$ cat config.mk
export PLATFORM = sky130hd
export DESIGN_NAME = flow_context_lookup_lru_core
export DESIGN_NICKNAME = d
export VERILOG_FILES = /design/src/rtl/fcl_pkg.sv /design/src/rtl/fcl_datapath.sv /design/src/rtl/fcl_control.sv /design/src/rtl/flow_context_lookup_lru_core.sv
export SDC_FILE = /design/constraint.sdc
export NUM_CORES = 2
export LEC_CHECK = 0
export BUFFER_PORTS_ARGS = -buffer_cell sky130_fd_sc_hd__clkbuf_2
export CORE_MARGIN = 5
export CORE_UTILIZATION = 59
export CTS_CLUSTER_SIZE = 40
export DETAILED_ROUTE_END_ITERATION = 7
export PLACE_DENSITY = 0.75
export SLEW_MARGIN = 20
export SYNTH_ARGS = -nofsm -noshare
export SYNTH_HDL_FRONTEND = slang
export SYNTH_SLANG_ARGS = --single-unit
$ cat constraint.sdc
create_clock -name clock -period 9.23 [get_ports clock]
set_input_delay 1.846 -clock clock [delete_from_list [all_inputs] [get_ports clock]]
set_output_delay 1.846 -clock clock [all_outputs]
set_load 0.05 [all_outputs]
$ cat src/rtl/fcl_pkg.sv
`timescale 1ns / 1ps

package fcl_pkg;

   localparam int KEY_WIDTH   = 96;
   localparam int STAMP_WIDTH = 32;
   localparam int ID_WIDTH    = 8;
   localparam int SLOT_WIDTH  = 8;

   localparam logic [ID_WIDTH-1:0] MAX_ID_RESET = 8'd15;

   typedef enum logic [1:0] {
      OUTCOME_HIT  = 2'd0,
      OUTCOME_NEW  = 2'd1,
      OUTCOME_LRU  = 2'd2,
      OUTCOME_NONE = 2'd3
   } outcome_type;

   typedef struct packed {
      logic start;
      logic issue;
      logic decide;
      logic write_use;
      logic write_entry;
   } fcl_cmd_type;

   typedef struct packed {
      logic hit;
      logic rd_last;
      logic place;
   } fcl_status_type;

endpackage

$ cat src/rtl/fcl_datapath.sv
`timescale 1ns / 1ps

module fcl_datapath
   import fcl_pkg::*;
#(
   parameter int TABLE_DEPTH = 16
) (
   input  logic                   clock,
   input  logic                   reset,
   input  fcl_cmd_type            cmd,
   output fcl_status_type         status,
   input  logic                   csr_wr_en,
   input  logic [ID_WIDTH-1:0]    csr_wr_data,
   input  logic [31:0]            req_source_address,
   input  logic [31:0]            req_dest_address,
   input  logic [15:0]            req_source_port,
   input  logic [15:0]            req_dest_port,
   output logic [1:0]             rsp_outcome,
   output logic [ID_WIDTH-1:0]    rsp_context_id,
   output logic [SLOT_WIDTH-1:0]  rsp_slot_index
);

   localparam int IW = $clog2(TABLE_DEPTH);
   localparam int CW = IW + 1;

   logic [KEY_WIDTH-1:0]   key_mem [TABLE_DEPTH];
   logic [ID_WIDTH-1:0]    id_mem  [TABLE_DEPTH];
   logic [STAMP_WIDTH-1:0] use_mem [TABLE_DEPTH];
   logic                   valid_ff [TABLE_DEPTH];

   logic [ID_WIDTH-1:0]    max_ff;
   logic [ID_WIDTH-1:0]    next_id_ff;
   logic [STAMP_WIDTH-1:0] clk_ff;
   logic [KEY_WIDTH-1:0]   key_ff;
   logic [CW-1:0]          active_ff;
   logic [CW-1:0]          active_in;
   logic [ID_WIDTH:0]      span;

   logic [IW-1:0]          rd_idx_ff;
   logic                   chk_ff;
   logic [IW-1:0]          chk_idx_ff;
   logic [KEY_WIDTH-1:0]   key_q_ff;
   logic [ID_WIDTH-1:0]    id_q_ff;
   logic [STAMP_WIDTH-1:0] use_q_ff;
   logic                   vld_q_ff;

   logic                   have_free_ff;
   logic [IW-1:0]          free_idx_ff;
   logic                   have_lru_ff;
   logic [IW-1:0]          lru_idx_ff;
   logic [STAMP_WIDTH-1:0] lru_age_ff;
   logic [ID_WIDTH-1:0]    lru_id_ff;

   outcome_type            res_outcome_ff;
   logic [ID_WIDTH-1:0]    res_id_ff;
   logic [IW-1:0]          res_idx_ff;

   logic                   match;
   logic                   can_new;
   logic [STAMP_WIDTH-1:0] age;

   assign span = {1'b0, max_ff} + {{ID_WIDTH{1'b0}}, 1'b1};
   always_comb begin
      if (span > (ID_WIDTH+1)'(TABLE_DEPTH)) begin
         active_in = CW'(TABLE_DEPTH);
      end else begin
         active_in = CW'(span);
      end
   end

   assign match   = chk_ff && vld_q_ff && (key_q_ff == key_ff);
   assign age     = clk_ff - use_q_ff;
   assign can_new = have_free_ff && (next_id_ff < max_ff);

   assign status.hit     = match;
   assign status.rd_last = ({1'b0, rd_idx_ff} == (active_ff - CW'(1)));
   assign status.place   = can_new || have_lru_ff;

   always_ff @(posedge clock) begin
      if (reset) begin
         max_ff     <= MAX_ID_RESET;
         next_id_ff <= '0;
         clk_ff     <= '0;
         chk_ff     <= 1'b0;
         for (int i = 0; i < TABLE_DEPTH; i++) begin
            valid_ff[i] <= 1'b0;
         end
      end else begin
         if (csr_wr_en) begin
            max_ff <= csr_wr_data;
         end
         if (cmd.start) begin
            clk_ff <= clk_ff + STAMP_WIDTH'(1);
         end
         if (cmd.decide && can_new) begin
            next_id_ff <= next_id_ff + ID_WIDTH'(1);
         end
         if (cmd.write_entry) begin
            valid_ff[res_idx_ff] <= 1'b1;
         end
         chk_ff <= cmd.issue;
      end
   end

   always_ff @(posedge clock) begin
      if (cmd.write_entry) begin
         key_mem[res_idx_ff] <= key_ff;
         id_mem[res_idx_ff]  <= res_id_ff;
      end
      if (cmd.write_entry || cmd.write_use) begin
         use_mem[res_idx_ff] <= clk_ff;
      end
      key_q_ff <= key_mem[rd_idx_ff];
      id_q_ff  <= id_mem[rd_idx_ff];
      use_q_ff <= use_mem[rd_idx_ff];
      vld_q_ff <= valid_ff[rd_idx_ff];
   end

   always_ff @(posedge clock) begin
      if (cmd.start) begin
         key_ff       <= {req_source_address, req_dest_address,
                          req_source_port, req_dest_port};
         active_ff    <= active_in;
         rd_idx_ff    <= '0;
         have_free_ff <= 1'b0;
         have_lru_ff  <= 1'b0;
      end else begin
         if (cmd.issue) begin
            rd_idx_ff <= rd_idx_ff + IW'(1);
         end
         if (chk_ff && !match) begin
            if (vld_q_ff) begin
               if (!have_lru_ff || (age > lru_age_ff)) begin
                  have_lru_ff <= 1'b1;
                  lru_idx_ff  <= chk_idx_ff;
                  lru_age_ff  <= age;
                  lru_id_ff   <= id_q_ff;
               end
            end else if (!have_free_ff) begin
               have_free_ff <= 1'b1;
               free_idx_ff  <= chk_idx_ff;
            end
         end
      end
      chk_idx_ff <= rd_idx_ff;

      if (match) begin
         res_outcome_ff <= OUTCOME_HIT;
         res_id_ff      <= id_q_ff;
         res_idx_ff     <= chk_idx_ff;
      end else if (cmd.decide) begin
         if (can_new) begin
            res_outcome_ff <= OUTCOME_NEW;
            res_id_ff      <= next_id_ff;
            res_idx_ff     <= free_idx_ff;
         end else if (have_lru_ff) begin
            res_outcome_ff <= OUTCOME_LRU;
            res_id_ff      <= lru_id_ff;
            res_idx_ff     <= lru_idx_ff;
         end else begin
            res_outcome_ff <= OUTCOME_NONE;
            res_id_ff      <= '0;
            res_idx_ff     <= '0;
         end
      end
   end

   assign rsp_outcome    = res_outcome_ff;
   assign rsp_context_id = res_id_ff;
   assign rsp_slot_index = SLOT_WIDTH'(res_idx_ff);

   assert property (@(posedge clock) disable iff (reset)
      cmd.write_entry |-> (res_outcome_ff == OUTCOME_NEW || res_outcome_ff == OUTCOME_LRU))
      else $error("entry write without a placement");

   assert property (@(posedge clock) disable iff (reset)
      !$past(reset) |-> (next_id_ff >= $past(next_id_ff)))
      else $error("context id counter went backwards");

   assert property (@(posedge clock) disable iff (reset)
      cmd.issue |-> ({1'b0, rd_idx_ff} < active_ff))
      else $error("scan read beyond active range");

endmodule

$ cat src/rtl/fcl_control.sv
`timescale 1ns / 1ps

module fcl_control
   import fcl_pkg::*;
(
   input  logic           clock,
   input  logic           reset,
   input  logic           req_valid,
   output logic           req_ready,
   output logic           rsp_valid,
   input  logic           rsp_ready,
   output fcl_cmd_type    cmd,
   input  fcl_status_type status
);

   typedef enum logic [2:0] {
      IDLE,
      SCAN,
      DRAIN,
      HIT,
      DECIDE,
      WRITE,
      RESP
   } state_type;

   state_type state_ff;
   state_type state_in;
   logic      req_ready_ff;
   logic      rsp_valid_ff;

   always_comb begin
      state_in = state_ff;
      case (state_ff)
         IDLE: begin
            if (req_valid) begin
               state_in = SCAN;
            end
         end
         SCAN: begin
            if (status.hit) begin
               state_in = HIT;
            end else if (status.rd_last) begin
               state_in = DRAIN;
            end
         end
         DRAIN: begin
            if (status.hit) begin
               state_in = HIT;
            end else begin
               state_in = DECIDE;
            end
         end
         HIT: state_in = RESP;
         DECIDE: begin
            if (status.place) begin
               state_in = WRITE;
            end else begin
               state_in = RESP;
            end
         end
         WRITE: state_in = RESP;
         RESP: begin
            if (rsp_ready) begin
               state_in = IDLE;
            end
         end
         default: state_in = IDLE;
      endcase
   end

   always_ff @(posedge clock) begin
      if (reset) begin
         state_ff     <= IDLE;
         req_ready_ff <= 1'b1;
         rsp_valid_ff <= 1'b0;
      end else begin
         state_ff     <= state_in;
         req_ready_ff <= (state_in == IDLE);
         rsp_valid_ff <= (state_in == RESP);
      end
   end

   assign cmd.start       = req_valid && req_ready_ff;
   assign cmd.issue       = (state_ff == SCAN) && !status.hit;
   assign cmd.decide      = (state_ff == DECIDE);
   assign cmd.write_use   = (state_ff == HIT);
   assign cmd.write_entry = (state_ff == WRITE);

   assign req_ready = req_ready_ff;
   assign rsp_valid = rsp_valid_ff;

   assert property (@(posedge clock) disable iff (reset)
      !(req_ready_ff && rsp_valid_ff))
      else $error("input and result both open");

   assert property (@(posedge clock) disable iff (reset)
      (req_valid && req_ready_ff) |=> (state_ff == SCAN))
      else $error("accepted transaction did not start a scan");

   assert property (@(posedge clock) disable iff (reset)
      (state_ff == WRITE) |-> ($past(state_ff) == DECIDE))
      else $error("write-back without a decision");

endmodule

$ cat src/rtl/flow_context_lookup_lru_core.sv
// Lookup: the scan stops at a hit; a miss scans all N slots, then decides and
//   writes back unless no context is placed; N = min(max_context_id + 1, TABLE_DEPTH)
//   slots are read one per cycle through the single read port of the slot memory.
// Throughput: one transaction at a time; the next is accepted only after the last
//   response is taken, so holding rsp_ready low delays it.
// Reset: synchronous; clears valid bits, use clock, id counter and control, max id 15.
`timescale 1ns / 1ps

module flow_context_lookup_lru_core
   import fcl_pkg::*;
#(
   parameter int TABLE_DEPTH = 16
) (
   input  logic                  clock,
   input  logic                  reset,
   input  logic                  req_valid,
   output logic                  req_ready,
   input  logic [31:0]           req_source_address,
   input  logic [31:0]           req_dest_address,
   input  logic [15:0]           req_source_port,
   input  logic [15:0]           req_dest_port,
   output logic                  rsp_valid,
   input  logic                  rsp_ready,
   output logic [1:0]            rsp_outcome,
   output logic [ID_WIDTH-1:0]   rsp_context_id,
   output logic [SLOT_WIDTH-1:0] rsp_slot_index,
   input  logic                  csr_wr_en,
   input  logic [ID_WIDTH-1:0]   csr_wr_data
);

   fcl_cmd_type    cmd;
   fcl_status_type status;

   fcl_control u_control (
      .clock     (clock),
      .reset     (reset),
      .req_valid (req_valid),
      .req_ready (req_ready),
      .rsp_valid (rsp_valid),
      .rsp_ready (rsp_ready),
      .cmd       (cmd),
      .status    (status)
   );

   fcl_datapath #(
      .TABLE_DEPTH (TABLE_DEPTH)
   ) u_datapath (
      .clock              (clock),
      .reset              (reset),
      .cmd                (cmd),
      .status             (status),
      .csr_wr_en          (csr_wr_en),
      .csr_wr_data        (csr_wr_data),
      .req_source_address (req_source_address),
      .req_dest_address   (req_dest_address),
      .req_source_port    (req_source_port),
      .req_dest_port      (req_dest_port),
      .rsp_outcome        (rsp_outcome),
      .rsp_context_id     (rsp_context_id),
      .rsp_slot_index     (rsp_slot_index)
   );

endmodule

=== Word-level counts from Yosys, hierarchy flattened ===
Memory sizes are Yosys's and may differ from the RTL's. A register that Yosys moved wholly into a read port is not among the register bits.
Cells that the tools add are included.

* $add $sub $neg: 6
* $lt $le $gt $ge: 3
* Equality and inequality tests: 9
* Muxes and demuxes: 28
* Bitwise logic cells: 3
* Reductions and logical operators: 21

{| class="wikitable"
|+ Operators by type and width
! operator !! number
|-
| equality test 96 bit || 1
|-
| adder 32 x 1 -> 32 bit (second input constant) || 1
|-
| > comparator 32 bit || 1
|-
| two-way mux 8 bit || 4
|-
| subtractor 32 bit || 1
|-
| two-way mux 4 bit || 5
|-
| case mux 3 bit (6 select lines) || 1
|-
| two-way mux 3 bit || 5
|-
| equality test 3 bit (second input constant) || 4
|-
| two-way mux 1 bit || 11
|-
| adder 8 x 1 -> 9 bit (second input constant) || 1
|-
| > comparator 9 x 5 -> 1 bit (second input constant) || 1
|-
| adder 8 x 1 -> 8 bit (second input constant) || 1
|-
| less-than comparator 8 bit || 1
|-
| AND reduction 4 bit || 2
|-
| logical AND 1 bit || 7
|-
| equality test 3 x 2 -> 1 bit (second input constant) || 2
|-
| zero test 3 bit || 2
|-
| equality test 4 x 5 -> 1 bit || 1
|-
| subtractor 5 x 1 -> 5 bit (second input constant) || 1
|-
| adder 4 x 1 -> 4 bit (second input constant) || 1
|-
| two-way mux 2 bit || 2
|-
| equality test 3 x 1 -> 1 bit (second input constant) || 1
|-
| logical OR 1 bit || 3
|-
| 7 further kinds || 10
|}

* Flip-flop bits (word level): 227
* RAM bits: 2192
* Input bits: 109
* Word-level logic and storage cells: 94
* Memories: 4

{| class="wikitable"
|+ Memories
! name !! depth !! bits a word !! rd ports !! clocked after Yosys merged registers in !! wr ports !! RTL line !! text
|-
| u_datapath.key_mem || 16 || 96 || 1 || 1 || 1 || fcl_datapath.sv:26 || <nowiki>logic [KEY_WIDTH-1:0] key_mem [TABLE_DEPTH];</nowiki>
|-
| u_datapath.use_mem || 16 || 32 || 1 || 1 || 1 || fcl_datapath.sv:28 || <nowiki>logic [STAMP_WIDTH-1:0] use_mem [TABLE_DEPTH];</nowiki>
|-
| u_datapath.id_mem || 16 || 8 || 1 || 1 || 1 || fcl_datapath.sv:27 || <nowiki>logic [ID_WIDTH-1:0] id_mem [TABLE_DEPTH];</nowiki>
|-
| u_datapath.valid_ff || 16 || 1 || 1 || 1 || 16 || fcl_datapath.sv:29 || <nowiki>logic valid_ff [TABLE_DEPTH];</nowiki>
|}

=== Depth between registers and ports, before layout ===
* Depth after elaboration: 6
* Mapped depth: 20
* Mapped depth without buffers: 20

=== By module ===
Synthesis repeated with hierarchy kept, for this count alone.

* Cell total of the unflattened synthesis: 4431
* Area, all modules: 96958.0 µm²

{| class="wikitable"
|+ By module, submodules not included
! module !! instances !! cells an instance !! area an instance (µm²) !! seq. area each (µm²)
|-
| fcl_datapath || 1 || 4392 || 96625.2 || 74461.4
|-
| fcl_control || 1 || 39 || 332.8 || 100.1
|}

=== Worst setup path before layout ===
Ideal clock, no wire load.

* Path kind: reg2reg
* Start point: register u_datapath.clk_ff[1]
* End point: register u_datapath.lru_age_ff[0], enable pin
* Arrival time: 5.831 ns
* Data required time: 8.758 ns
* Path slack: 2.927 ns
* Stages on the path, launching flop included: 18
* Buffers on the path: 0
* Cell sequence: dfxtp_1 > ha_1 > nor2b_2 > o31ai_2 > a32oi_2 > a221o_2 > a31o_2 > a211oi_1 > o21ai_0 > xor2_1 > ha_1 > nand4_1 > nor2_1 > nand3_1 > o21bai_1 > a31oi_1 > nor3b_1 > a31oi_1

* Cells in the longest elaborated chain, start to end: 4

{| class="wikitable"
|+ Ends and longest elaborated chain
! element !! RTL line !! text
|-
| start, declared || fcl_datapath.sv:33 || <nowiki>logic [STAMP_WIDTH-1:0] clk_ff;</nowiki>
|-
| start signal, assigned || fcl_datapath.sv:93 || <nowiki>clk_ff <= clk_ff + STAMP_WIDTH'(1);</nowiki>
|-
| subtractor 32 bit || fcl_datapath.sv:72 || <nowiki>assign age = clk_ff - use_q_ff;</nowiki>
|-
| via u_datapath.age[29] || fcl_datapath.sv:60 || <nowiki>logic [STAMP_WIDTH-1:0] age;</nowiki>
|-
| > comparator 32 bit || fcl_datapath.sv:133 || <nowiki>if (!have_lru_ff || (age > lru_age_ff)) begin</nowiki>
|-
| logical OR 1 bit || fcl_datapath.sv:133 ||
|-
| AND reduction 4 bit (no line) || -- ||
|-
| end signal, assigned || fcl_datapath.sv:136 || <nowiki>lru_age_ff <= age;</nowiki>
|-
| end, declared || fcl_datapath.sv:51 || <nowiki>logic [STAMP_WIDTH-1:0] lru_age_ff;</nowiki>
|}

The timed path passes the listed nets, and every way through them passes these cells.
A chain may end at the register's enable or synchronous reset.

=== Worst setup path in the final report ===
* Start point: register u_datapath.clk_ff[2]
* End point: register u_datapath.lru_age_ff[30], enable pin

Same word-level chain as after synthesis.

==> results.json <==
{
  "synthArstFlopShare": 0,
  "grt_use_total": 0.262,
  "port_buffers": 124,
  "area_delta_synth_final_pct": 11.7,
  "maxSlewHeadroom": 0.216,
  "layout_commonest_cell": "edfxtp_1",
  "grt_max_degree": 138,
  "grt-ovfl-total": 0,
  "cts_max_path_buffers": 3,
  "crit_chain": "ha_1, o211a_1, o31ai_2, a32oi_2, a221o_2, a31o_2, a211oi_1, nor3_1, nand3b_1, ha_1, nand4_1, nor2_1, nand3_1, o21bai_1, a31oi_1, nor3b_1, a31oi_4, buf_4",
  "cts_buffers": 238,
  "insertion_delay_ps": 880,
  "cp_num_buf_inv": 1,
  "cp_top_family": "compound AO/OA/AOI/OAI gates",
  "path_common_cell": "ha_1",
  "grt_pass1_wl_um": 337000,
  "die_w_um": 417,
  "tightest_slew_ps": 1180,
  "core_um2": 165000,
  "power_density_nw_per_um2": 247,
  "clock-root-buffer": "clkbuf_16",
  "hp-class": "reg -> reg",
  "final_cell_mix": "2,337 x edfxtp_1, 551 x mux2i_1, 278 x mux4_2",
  "worstSetupEndpointType": "flop",
  "finalSetupViolCount": 0,
  "drc": 0,
  "drtIter0Drc": 5772,
  "yosysSeqAreaShare": 0.761,
  "vias_per_cell": 6.49,
  "wirelength_um": 229000,
  "postRouteAntennaNets": 0,
  "max-vdd-ir-drop_v": 0.000225,
  "wl_per_cell_um": 29.2,
  "slowest_delay_ps": 780,
  "place_area_um2": 101000,
  "ys_types": 76,
  "worst-path-max-fanout": 36,
  "drive_above_1_share": 0.159,
  "period_needed_ps": 5680,
  "cp.required_ps": 9730,
  "hpwlAfterDp_um": 110000,
  "synth_cells": 5273,
  "cts.sinks": 2556,
  "critPathSlowestCell": "dfxtp_1",
  "h-tree-depth": 4,
  "fin_nets": 5637,
  "synth_area_um2": 97900,
  "synth-seq-cells": 2556,
  "cts.repair.resized": 0,
  "clk_pin_slew_ps": 60,
  "period_share": 0.615,
  "slew_viol_final": 0,
  "tns_ps": 0,
  "die_area_um2": 174000,
  "synth-warning-count": 0,
  "critical_path_class": "reg -> reg",
  "io_pins": 129,
  "cts_tree": "done",
  "fmax_ghz": 0.176,
  "dr.pass1.iters": 8,
  "final-hold-violation-count": 0,
  "num_vias": 51000,
  "rows": 149,
  "design_area_um2": 109000,
  "ys.flop_type": "edfxtp_1",
  "start_util": 0.594,
  "synth-edff-count": 2337,
  "rsz0062_at_grt": "no",
  "gp_congestion": 0.817,
  "grt_pass1_vias": 51700,
  "antenna_found_initial": 4,
  "critPathLaunchType": "flop",
  "die_y_um": 417,
  "crit_arrival_ps": 6180,
  "postCtsSetupBuffers": 0,
  "hold_buffers": 0,
  "maxCapViolations": 0,
  "status": "completed",
  "fin_worst_skew_ps": 61.9,
  "syn_avg_cell_area_um2": 18.6,
  "leakagePower_uw": 0.0369
}
-- per-layer routing --
metal,global-route usage,routed length [um],share of wire,vias up
met5,0,0,0,-
met4,0.0976,8360,0.036,0
met3,0.0404,18200,0.079,467
met2,0.448,117000,0.51,2551
met1,0.345,86000,0.38,26300
li1,-,-,-,21700
-- stage by stage --
step           setup slack, ps  total power (uW)  utilization  hold slack (ps)  std cells
2_1_floorplan             2930             16300            -              354       5276
3_3_place_gp              3790             17300        0.614              420       7400
3_5_place_dp              3670             17400        0.615              418       7400
4_1_cts                   3630             27100        0.663              440       7857
5_1_grt                   3250             27900        0.663              459       7858
6_report                  3550             27000        0.663              441       7859
-- synthesized netlist by cell type (33+ instances only) --
library cell,n,area (um^2)
dfxtp_1,219,4380
buf_1,33,124
mux4_2,278,6260
ha_1,76,951
clkbuf_1,161,604
nand3_1,37,185
nor2_1,169,634
nand2_1,194,728
mux2i_1,551,5520
xor2_1,98,858
buf_2,59,295
inv_1,120,450
edfxtp_1,2337,70200
a21oi_1,70,350
a22oi_1,135,1010
o21ai_0,166,831
a221oi_1,275,2410
-- state kept, by name, summed over array words and instances, names as in the netlist, 2 cells and up --
register	cells
u_datapath.key_mem	1536
u_datapath.use_mem	512
u_datapath.id_mem	128
u_datapath.key_ff	96
u_datapath.key_q_ff	96
u_datapath.clk_ff	32
u_datapath.lru_age_ff	32
u_datapath.use_q_ff	32
u_datapath.valid_ff	16
u_datapath.id_q_ff	8
u_datapath.lru_id_ff	8
u_datapath.max_ff	8
u_datapath.next_id_ff	8
u_datapath.rsp_context_id	8
u_datapath.active_ff	5
u_datapath.chk_idx_ff	4
u_datapath.free_idx_ff	4
u_datapath.lru_idx_ff	4
u_datapath.rd_idx_ff	4
u_datapath.res_idx_ff	4
u_control.state_ff	3
u_datapath.rsp_outcome	2
-- path summary, 6_finish.rpt --
check	from	end	slack (ps)	cells past startpoint
min reg2reg	u_datapath.id_q_ff[0]$_DFF_P_	u_datapath.lru_id_ff[0]$_DFFE_PP_	440	0
min	u_datapath.id_q_ff[0]$_DFF_P_	u_datapath.lru_id_ff[0]$_DFFE_PP_	440	0
max	u_datapath.clk_ff[2]$_SDFFE_PP0P_	u_datapath.lru_age_ff[30]$_DFFE_PP_	3550	18
max reg2reg	u_datapath.clk_ff[2]$_SDFFE_PP0P_	u_datapath.lru_age_ff[30]$_DFFE_PP_	3550	18
-- cell type report --
cell class	instances	area (um^2)
Sequential cell	2556	74600
Fill cell	10500	55600
Multi-Input combinational cell	2343	22200
Clock buffer	322	6560
Tap cell	2189	2740
Clock inverter	135	1460
Timing Repair Buffer	192	1430
Inverter	120	458
Antenna cell	2	5.00
-- cells by family after synthesis --
group                      after synthesis  share of synthesized area
and+or+nand+nor                        552                     0.0258
other                                    1                  0.0000383
xor gates and xnor gates               127                     0.0114
buffers and inverters                  377                     0.0154
muxes                                  829                      0.120
DFF                                   2556                      0.761
adders and majority gates               77                    0.00991
AOI/OAI and AO/OA                      754                     0.0560
-- report_power, final --
| part | internal [uW] | switching [uW] | total [uW] |
|---|---|---|---|
| Combinational | 1720 | 2110 | 3830 |
| Clock | 5600 | 4260 | 9860 |
| Sequential | 12900 | 362 | 13300 |
| Total | 20300 | 6730 | 27000 |
Note: power is estimated with default switching activity, not from simulation.
